--- src/hw/rtl/rbap_pkg.sv ---
// Shared types and constants for the RESP bulk array request parser.
// No dependencies; imported by rbap_parse_core and resp_bulk_array_parser.
package rbap_pkg;

    // Byte values of the protocol markers.
    localparam logic [7:0] CHAR_ARRAY  = 8'h2A;  // '*'
    localparam logic [7:0] CHAR_BULK   = 8'h24;  // '$'
    localparam logic [7:0] CHAR_CR     = 8'h0D;
    localparam logic [7:0] CHAR_LF     = 8'h0A;
    localparam logic [7:0] CHAR_ZERO   = 8'h30;
    localparam logic [7:0] CHAR_NINE   = 8'h39;

    // Configuration register map.
    localparam int unsigned CFG_INDEX_W = 1;
    localparam int unsigned CFG_DATA_W  = 16;
    localparam logic [CFG_INDEX_W-1:0] CFG_MAX_ARGUMENTS       = 1'b0;
    localparam logic [CFG_INDEX_W-1:0] CFG_MAX_ARGUMENT_LENGTH = 1'b1;

    // Field widths fixed by the result format and the register file.
    localparam int unsigned ARG_CNT_W = 5;   // argument count and its limit
    localparam int unsigned ARG_IDX_W = 4;   // argument index
    localparam int unsigned LIMIT_W   = 16;  // length limit register
    localparam int unsigned ACC_W     = 16;  // decimal accumulator
    localparam int unsigned PROD_W    = 20;  // accumulator * 10 + digit
    localparam int unsigned IDX_RANGE = 16;  // arguments addressable by arg_index

    typedef enum logic [2:0] {
        PH_IDLE,
        PH_COUNT,
        PH_COUNT_LF,
        PH_DOLLAR,
        PH_LEN,
        PH_LEN_LF,
        PH_PAYLOAD,
        PH_TRAILER
    } phase_t;

    typedef enum logic [1:0] {
        EV_PAYLOAD   = 2'd0,
        EV_ARG_END   = 2'd1,
        EV_EMPTY_REQ = 2'd2,
        EV_FORMAT_ERR = 2'd3
    } event_t;

    // One parsed result as produced by the core.
    typedef struct packed {
        logic                 valid;
        event_t               event_res;
        logic [7:0]           data_byte;
        logic [ARG_IDX_W-1:0] arg_index;
        logic                 request_done;
    } rbap_result_t;

endpackage

--- src/hw/rtl/resp_bulk_array_parser.sv ---
// Top level of the RESP bulk array request parser: input and result registers,
// configuration registers and checks. Depends on rbap_pkg and rbap_parse_core.
//
// Usage:
//   Request bytes enter on the s_ channel, one transaction per byte. Each byte
//   gives zero or one result transaction on the m_ channel: a payload byte with
//   its argument index, an argument end (request_done set on the last one), an
//   empty request event, or a format error, after which the parser waits for
//   the next '*'.
//   Limits are written on the cfg_ channel (index 0: max arguments, index 1:
//   max argument length). The user must write them only while no request is
//   in flight; the block does not enforce this. An accepted byte waits in the
//   input register, then the parse logic loads its result into the result
//   register; a single state update plus one multiply-by-ten accumulate lie
//   between them. Throughput: one byte per cycle while m_ready is high.
//   Stall: when a result waits and m_ready is low, the result register holds
//   and the input register takes one more byte, after which s_ready drops.
//   Reset: synchronous, active low; both registers empty, the parser idle and
//   the limits back to 16 arguments and 65535 bytes.
module resp_bulk_array_parser
    import rbap_pkg::*;
#(
    parameter int unsigned MAX_ARGS  = 16,
    parameter int unsigned LEN_WIDTH = 16
) (
    input  logic                   aclk,
    input  logic                   aresetn,
    // Request byte stream.
    input  logic                   s_valid,
    output logic                   s_ready,
    input  logic [7:0]             s_rx_byte,
    // Parse results.
    output logic                   m_valid,
    input  logic                   m_ready,
    output logic [1:0]             m_event_res,
    output logic [7:0]             m_data_byte,
    output logic [ARG_IDX_W-1:0]   m_arg_index,
    output logic                   m_request_done,
    // Configuration writes.
    input  logic                   cfg_valid,
    output logic                   cfg_ready,
    input  logic [CFG_INDEX_W-1:0] cfg_index,
    input  logic [CFG_DATA_W-1:0]  cfg_data
);

    logic                 in_valid_reg;
    logic [7:0]           in_byte_reg;
    logic                 out_valid_reg;
    rbap_result_t         out_reg;
    logic [ARG_CNT_W-1:0] max_arguments_reg;
    logic [LIMIT_W-1:0]   max_argument_length_reg;
    logic                 advance;
    logic                 step;
    rbap_result_t         core_result;

    // The result register can load when empty or being drained.
    assign advance   = !out_valid_reg || m_ready;
    assign step      = in_valid_reg && advance;
    assign s_ready   = !in_valid_reg || advance;
    assign cfg_ready = 1'b1;

    // Configuration registers.
    always_ff @(posedge aclk) begin
        if (!aresetn) begin
            max_arguments_reg       <= ARG_CNT_W'(16);
            max_argument_length_reg <= {LIMIT_W{1'b1}};
        end else if (cfg_valid && cfg_ready) begin
            case (cfg_index)
                CFG_MAX_ARGUMENTS:       max_arguments_reg <= cfg_data[ARG_CNT_W-1:0];
                CFG_MAX_ARGUMENT_LENGTH: max_argument_length_reg <= cfg_data[LIMIT_W-1:0];
                default: ;
            endcase
        end
    end

    // Input register holds one accepted byte until the parser consumes it.
    always_ff @(posedge aclk) begin
        if (!aresetn) begin
            in_valid_reg <= 1'b0;
        end else if (s_valid && s_ready) begin
            in_valid_reg <= 1'b1;
        end else if (step) begin
            in_valid_reg <= 1'b0;
        end
    end

    always_ff @(posedge aclk) begin
        if (s_valid && s_ready) begin
            in_byte_reg <= s_rx_byte;
        end
    end

    rbap_parse_core #(
        .MAX_ARGS  (MAX_ARGS),
        .LEN_WIDTH (LEN_WIDTH)
    ) u_core (
        .aclk                (aclk),
        .aresetn             (aresetn),
        .step                (step),
        .rx_byte             (in_byte_reg),
        .max_arguments       (max_arguments_reg),
        .max_argument_length (max_argument_length_reg),
        .result              (core_result)
    );

    // Result register; a consumed byte with no result leaves it empty.
    always_ff @(posedge aclk) begin
        if (!aresetn) begin
            out_valid_reg <= 1'b0;
        end else if (advance) begin
            out_valid_reg <= step && core_result.valid;
        end
    end

    always_ff @(posedge aclk) begin
        if (advance) begin
            out_reg <= core_result;
        end
    end

    assign m_valid        = out_valid_reg;
    assign m_event_res    = out_reg.event_res;
    assign m_data_byte    = out_reg.data_byte;
    assign m_arg_index    = out_reg.arg_index;
    assign m_request_done = out_reg.request_done;

    // A held input byte must survive until the parser takes it.
    a_input_held: assert property (@(posedge aclk) disable iff (!aresetn)
        in_valid_reg && !step |=> in_valid_reg && $stable(in_byte_reg))
        else $error("input byte lost before it was parsed");

    // Only payload results carry a data byte.
    a_data_only_payload: assert property (@(posedge aclk) disable iff (!aresetn)
        m_valid && (m_event_res != EV_PAYLOAD) |-> (m_data_byte == 8'd0))
        else $error("non-payload result carries data");

    // Request completion is flagged only on an argument end.
    a_done_on_end: assert property (@(posedge aclk) disable iff (!aresetn)
        m_valid && m_request_done |-> (m_event_res == EV_ARG_END))
        else $error("request_done set on a result other than an argument end");

endmodule

--- src/hw/rtl/rbap_parse_core.sv ---
// Parser state machine: phase, argument and byte counters, decimal accumulator.
// Depends on rbap_pkg; consumes one byte per step and returns at most one result.
module rbap_parse_core
    import rbap_pkg::*;
#(
    parameter int unsigned MAX_ARGS  = 16,
    parameter int unsigned LEN_WIDTH = 16
) (
    input  logic                 aclk,
    input  logic                 aresetn,
    input  logic                 step,
    input  logic [7:0]           rx_byte,
    input  logic [ARG_CNT_W-1:0] max_arguments,
    input  logic [LIMIT_W-1:0]   max_argument_length,
    output rbap_result_t         result
);

    // Static clamps of the configured limits.
    localparam int unsigned CNT_CAP = (MAX_ARGS < IDX_RANGE) ? MAX_ARGS : IDX_RANGE;
    localparam int unsigned LEN_CAP = (LEN_WIDTH >= LIMIT_W) ?
                                      ((1 << LIMIT_W) - 1) : ((1 << LEN_WIDTH) - 1);

    phase_t                 phase_reg, phase_next;
    logic [ARG_CNT_W-1:0]   args_remaining_reg, args_remaining_next;
    logic [ARG_IDX_W-1:0]   current_arg_reg, current_arg_next;
    logic [LEN_WIDTH-1:0]   bytes_remaining_reg, bytes_remaining_next;
    logic [ACC_W-1:0]       acc_reg, acc_next;
    logic                   digit_seen_reg, digit_seen_next;

    logic [ARG_CNT_W-1:0]   count_limit;
    logic [LIMIT_W-1:0]     length_limit;
    logic [PROD_W-1:0]      number_limit;
    logic [PROD_W-1:0]      acc_wide;
    logic [PROD_W-1:0]      acc_product;
    logic                   is_digit;
    logic                   is_cr;
    logic [LEN_WIDTH-1:0]   bytes_dec;

    // Effective limits after clamping to the build-time caps.
    always_comb begin
        if (max_arguments > ARG_CNT_W'(CNT_CAP)) begin
            count_limit = ARG_CNT_W'(CNT_CAP);
        end else begin
            count_limit = max_arguments;
        end
        if (max_argument_length > LIMIT_W'(LEN_CAP)) begin
            length_limit = LIMIT_W'(LEN_CAP);
        end else begin
            length_limit = max_argument_length;
        end
    end

    // One decimal digit step: acc * 10 + digit, done as shift and add.
    assign is_digit    = (rx_byte >= CHAR_ZERO) && (rx_byte <= CHAR_NINE);
    assign is_cr       = (rx_byte == CHAR_CR);
    assign acc_wide    = PROD_W'(acc_reg);
    assign acc_product = (acc_wide << 3) + (acc_wide << 1) + PROD_W'(rx_byte - CHAR_ZERO);
    assign number_limit = (phase_reg == PH_COUNT) ? PROD_W'(count_limit)
                                                  : PROD_W'(length_limit);
    assign bytes_dec   = bytes_remaining_reg - LEN_WIDTH'(1);

    // Next state and result for the byte being consumed.
    always_comb begin
        phase_next           = phase_reg;
        args_remaining_next  = args_remaining_reg;
        current_arg_next     = current_arg_reg;
        bytes_remaining_next = bytes_remaining_reg;
        acc_next             = acc_reg;
        digit_seen_next      = digit_seen_reg;
        result               = '{valid: 1'b0, event_res: EV_PAYLOAD, data_byte: 8'd0,
                                 arg_index: '0, request_done: 1'b0};

        case (phase_reg)
            PH_IDLE: begin
                if (rx_byte == CHAR_ARRAY) begin
                    phase_next      = PH_COUNT;
                    acc_next        = '0;
                    digit_seen_next = 1'b0;
                end
            end
            PH_COUNT, PH_LEN: begin
                if (is_cr && digit_seen_reg) begin
                    phase_next = (phase_reg == PH_COUNT) ? PH_COUNT_LF : PH_LEN_LF;
                end else if (is_digit && (acc_product <= number_limit)) begin
                    acc_next        = acc_product[ACC_W-1:0];
                    digit_seen_next = 1'b1;
                end else begin
                    result.valid     = 1'b1;
                    result.event_res = EV_FORMAT_ERR;
                end
            end
            PH_COUNT_LF: begin
                if (rx_byte != CHAR_LF) begin
                    result.valid     = 1'b1;
                    result.event_res = EV_FORMAT_ERR;
                end else if (acc_reg == '0) begin
                    phase_next       = PH_IDLE;
                    result.valid     = 1'b1;
                    result.event_res = EV_EMPTY_REQ;
                end else begin
                    args_remaining_next = acc_reg[ARG_CNT_W-1:0];
                    current_arg_next    = '0;
                    phase_next          = PH_DOLLAR;
                end
            end
            PH_DOLLAR: begin
                if (rx_byte != CHAR_BULK) begin
                    result.valid     = 1'b1;
                    result.event_res = EV_FORMAT_ERR;
                end else begin
                    phase_next      = PH_LEN;
                    acc_next        = '0;
                    digit_seen_next = 1'b0;
                end
            end
            PH_LEN_LF: begin
                if (rx_byte != CHAR_LF) begin
                    result.valid     = 1'b1;
                    result.event_res = EV_FORMAT_ERR;
                end else if (acc_reg == '0) begin
                    phase_next           = PH_TRAILER;
                    bytes_remaining_next = LEN_WIDTH'(2);
                end else begin
                    phase_next           = PH_PAYLOAD;
                    bytes_remaining_next = LEN_WIDTH'(acc_reg);
                end
            end
            PH_PAYLOAD: begin
                if (bytes_dec == '0) begin
                    phase_next           = PH_TRAILER;
                    bytes_remaining_next = LEN_WIDTH'(2);
                end else begin
                    bytes_remaining_next = bytes_dec;
                end
                result.valid     = 1'b1;
                result.event_res = EV_PAYLOAD;
                result.data_byte = rx_byte;
                result.arg_index = current_arg_reg;
            end
            PH_TRAILER: begin
                if (bytes_remaining_reg > LEN_WIDTH'(1)) begin
                    bytes_remaining_next = bytes_dec;
                end else begin
                    bytes_remaining_next = '0;
                    current_arg_next     = current_arg_reg + ARG_IDX_W'(1);
                    result.valid         = 1'b1;
                    result.event_res     = EV_ARG_END;
                    result.arg_index     = current_arg_reg;
                    if (args_remaining_reg <= ARG_CNT_W'(1)) begin
                        args_remaining_next = '0;
                        phase_next          = PH_IDLE;
                        result.request_done = 1'b1;
                    end else begin
                        args_remaining_next = args_remaining_reg - ARG_CNT_W'(1);
                        phase_next          = PH_DOLLAR;
                    end
                end
            end
            default: begin
                phase_next = PH_IDLE;
            end
        endcase

        // A format error drops the request and waits for the next array marker.
        if (result.valid && (result.event_res == EV_FORMAT_ERR)) begin
            phase_next      = PH_IDLE;
            acc_next        = '0;
            digit_seen_next = 1'b0;
        end
    end

    // Parser state registers advance only when a byte is consumed.
    always_ff @(posedge aclk) begin
        if (!aresetn) begin
            phase_reg           <= PH_IDLE;
            args_remaining_reg  <= '0;
            current_arg_reg     <= '0;
            bytes_remaining_reg <= '0;
            acc_reg             <= '0;
            digit_seen_reg      <= 1'b0;
        end else if (step) begin
            phase_reg           <= phase_next;
            args_remaining_reg  <= args_remaining_next;
            current_arg_reg     <= current_arg_next;
            bytes_remaining_reg <= bytes_remaining_next;
            acc_reg             <= acc_next;
            digit_seen_reg      <= digit_seen_next;
        end
    end

endmodule

--- config.mk ---
export PLATFORM = sky130hd
export DESIGN_NAME = resp_bulk_array_parser
export DESIGN_NICKNAME = d
export VERILOG_FILES = /design/src/hw/rtl/rbap_pkg.sv /design/src/hw/rtl/resp_bulk_array_parser.sv /design/src/hw/rtl/rbap_parse_core.sv
export SDC_FILE = /design/constraint.sdc
export NUM_CORES = 1
export LEC_CHECK = 0
export CELL_PAD_IN_SITES_DETAIL_PLACEMENT = 2
export CELL_PAD_IN_SITES_GLOBAL_PLACEMENT = 2
export CORE_AREA = 2 2 128 130
export CTS_BUF_LIST = sky130_fd_sc_hd__clkbuf_4 sky130_fd_sc_hd__clkbuf_8
export DETAILED_ROUTE_END_ITERATION = 6
export DIE_AREA = 0 0 130 132
export DONT_BUFFER_PORTS = 1
export PLACE_DENSITY_LB_ADDON = 0.12
export SLEW_MARGIN = 20
export SYNTH_ARGS = -nofsm -noshare
export SYNTH_HDL_FRONTEND = slang
export SYNTH_SLANG_ARGS = --single-unit
--- constraint.sdc ---
create_clock -name aclk -period 6.1 [get_ports aclk]
set_input_delay 1.22 -clock aclk [delete_from_list [all_inputs] [get_ports aclk]]
set_output_delay 1.22 -clock aclk [all_outputs]
set_load 0.02 [all_outputs]
==> run_results.csv <==
group,metric,value,unit
run_status,status,"finished, final reports clean",
cts,holdBufCountCts,0,
sta,relSlewSlack,22.9,%
sta,slew_viol_final,0,
setup_path,crit_type,"flop to flop",
power,pwr-share-clk,36.6,%
power,p_int,0.836,mW
place,dp_cells,929,
place,port_buffers,0,
setup_path,reg2reg_depth,18,
global_route,grt_max_degree,51,
cts,cts_buffers,9,
cts,cts_setup_buffers,0,
global_route,overflow,0,
floorplan,die_x,130,µm
setup_path,worstSetupStartpoint,"in_byte_reg[4]$_DFFE_PP_",
sta,fin_ws,520,ps
hold_path,hold_path_depth,2,
place,placed_area,6470,µm²
hold_path,whs_endpoint,"max_argument_length_reg[12]$_SDFFE_PN1P_",
drt,drc,0,
power,switching_share,28.8,%
synthesis,synth_area_per_cell,8.53,µm²
sta,final_hold_viol_count,0,
global_route,grt_pass1_vias,6020,
hold_path,min-delay-start,"max_argument_length_reg[12]$_SDFFE_PN1P_",
drt,first_pass_iters,4,
synthesis,async_reset_ff_share,0,%
setup_path,r2r-end,"m_event_res[1]$_DFFE_PP_",
drt,dr.first_iter.drc_count,204,
drt,wire_per_inst,21.7,µm
cells_and_area,final_cells,945,
power,powerDensity,176,nW/µm²
drt,vias_per_cell,5.91,
floorplan,io_pins,48,
floorplan,coreArea,15700,µm²
global_route,grt_pass1_wl,33.0,mm
floorplan,die_height,132,µm
sta,max_freq,179,MHz
synthesis,synth_cell_types,78,
synthesis,yosysSeqAreaShare,32.3,%
cells_and_area,fin_nets,814,
global_route,grtUsageTotal,24.6,%
floorplan,num_rows,46,
cells_and_area,drive_above_1_share,5.08,%
power,p_seq_share,54.4,%
floorplan,dieArea,17200,µm²
cells_and_area,antenna_cells,0,
cts,clkLatencyLatePin,400,ps
job,drv_cap,0,
hold_path,hp-class,"flop to flop",
cts,clkSinkCount,91,
global_route,antenna_found_initial,0,
cts,cts.clk_slew.worst_paths,110,ps
drt,vias,5589,
cells_and_area,stdcell_area,6670,µm²
sta,finalSetupTns,0,ps
synthesis,synth_seq_cells,91,
sta,rsz0062_at_grt,"no",
cts,postCtsResizedCells,0,
sta,finalCriticalPeriod,5580,ps
sta,period_share,91.5,%
drt,drt_wl_total,20.5,mm
setup_path,cp.required,6260,ps
cts,cts_root_buffer,"clkbuf_8",
power,p_switching,0.338,mW
power,irDropWorstVdd,0.0000995,V
synthesis,synth_nets,835,
sta,hold_ws,475,ps
power,p_leak,2.81,nW
floorplan,start_util,40.4,%
setup_path,critPathLaunchType,"flop",
setup_path,cp_max_fo,9,
setup_path,reg2reg_from,"in_byte_reg[4]$_DFFE_PP_",
place,dp_hpwl,15.8,mm
place,gp_congestion,0.841,
synthesis,synth_edf_count,23,
drt,ant_nets,0,
cts,clockBufferDepth,2,
place,post-place-ws,626,ps
synthesis,syn_inst,745,
cts,htreeDepth,3,
sta,setup_viol,0,
cts,tritoncts,"built",
synthesis,synth_warnings,0,
setup_path,worstPathArrival,5740,ps
synthesis,syn-cell-area,6350,µm²
setup_path,worst-r2r-setup-slack,520,ps
power,combPwrFrac,9.0,%
sta,worst_pin_slew,1160,ps
synthesis,synth_flop_cell,"dfxtp_1",
setup_path,end_kind,"flop",
sta,finClkSkew,16.9,ps
cells_and_area,area_growth,4.94,%
==> placed cells by master, fill, tap and decap left out, drive strengths merged, types with 11 or more instances in the layout <==
| cell | count |
|---|---|
| a21o | 13 |
| o21ai | 39 |
| nand4 | 11 |
| dfxtp | 68 |
| inv | 48 |
| nand2 | 99 |
| a21oi | 61 |
| nor3 | 16 |
| edfxtp | 23 |
| xnor2 | 11 |
| nand3 | 37 |
| and2 | 14 |
| fa | 15 |
| ha | 45 |
| nor2 | 45 |
| a22o | 18 |
==> cell type report <==
cell class              instances  area (µm²)
fillers                      1799        9050
multi-input cells             574        3960
flip-flops and latches         91        2050
well taps                     216         270
inverters                      45         169
clock buffers                  10         138
clock inverters                 6        56.3
repair buffers                  3        22.5
==> Yosys cell counts, drive strengths merged, types with 11 or more instances <==
cell type / count / area (µm²)
nand2: 99 / 372
ha: 45 / 563
clkbuf: 22 / 82.6
edfxtp: 23 / 691
and2: 14 / 87.6
nor2: 45 / 169
a21oi: 61 / 309
dfxtp: 68 / 1360
fa: 15 / 300
a22o: 18 / 158
o21ai: 39 / 195
nor3: 16 / 91.3
nand4: 11 / 83.8
nand3: 37 / 190
buf: 13 / 93.8
inv: 44 / 165
xnor2: 11 / 96.3
a21o: 13 / 97.6
==> through the flow <==
step	power (mW)	utilization (%)
floorplan	0.728	-
global placement	0.750	41.2
detailed placement	0.758	41.2
CTS	1.18	42.4
global route	1.22	42.4
finish	1.17	42.4
==> power groups by stage <==
stage	sequential, mW	combinational [mW]	clock, mW
after CTS	0.639	0.107	0.435
after global placement	0.652	0.0983	0
after global routing	0.641	0.118	0.463
after floorplan	0.649	0.0798	0
after detailed placement	0.653	0.106	0
final	0.639	0.105	0.430
==> how the worst max path moves through the flow <==
stage,end,cells past startpoint
finish,m_event_res[1]$_DFFE_PP_,18
floorplan,u_core.acc_reg[12]$_SDFFE_PN0P_,20
detailed placement,m_event_res[1]$_DFFE_PP_,18
CTS,m_event_res[1]$_DFFE_PP_,18
global route,m_event_res[1]$_DFFE_PP_,18
global placement,m_event_res[0]$_DFFE_PP_,18
==> kinds of logic (layout without fill, tap and decap cells) <==
logic type	after synthesis	in the layout	synth area share, %
AND/OR/NAND/NOR	286	286	23.3
AO/OA/AOI/OAI	200	200	21.4
flip-flops	91	91	32.3
buffers and inverters	80	64	5.44
adder cells (fa/ha/maj)	60	60	13.6
XOR/XNOR	18	18	2.48
multiplexers	9	9	1.42
other	1	1	0.0590
==> critical path, stage by stage (launching register included) <==
cell	delay, ps
edfxtp_1	490
ha_1	300
or3_1	420
inv_1	330
fa_1	490
ha_1	420
o211ai_1	180
o31a_1	370
o21ai_0	230
xor2_1	240
ha_1	310
a21oi_1	220
o21ai_0	140
nand2b_1	160
o41ai_1	60
a21oi_1	120
nor4_4	410
o21ai_0	240
a21o_1	220
==> layer usage <==
| metal | share of wire, % | up-vias | track usage (%) | wire length [µm] |
|---|---|---|---|---|
| met5 | 0 | - | 0 | 0 |
| met4 | 2.2 | 0 | 7.05 | 450 |
| met3 | 2.6 | 29 | 4.02 | 528 |
| met2 | 51 | 85 | 43.3 | 10400 |
| met1 | 44 | 2821 | 30.6 | 9060 |
| li1 | - | 2654 | - | - |
(Power assumes the default switching activity.)
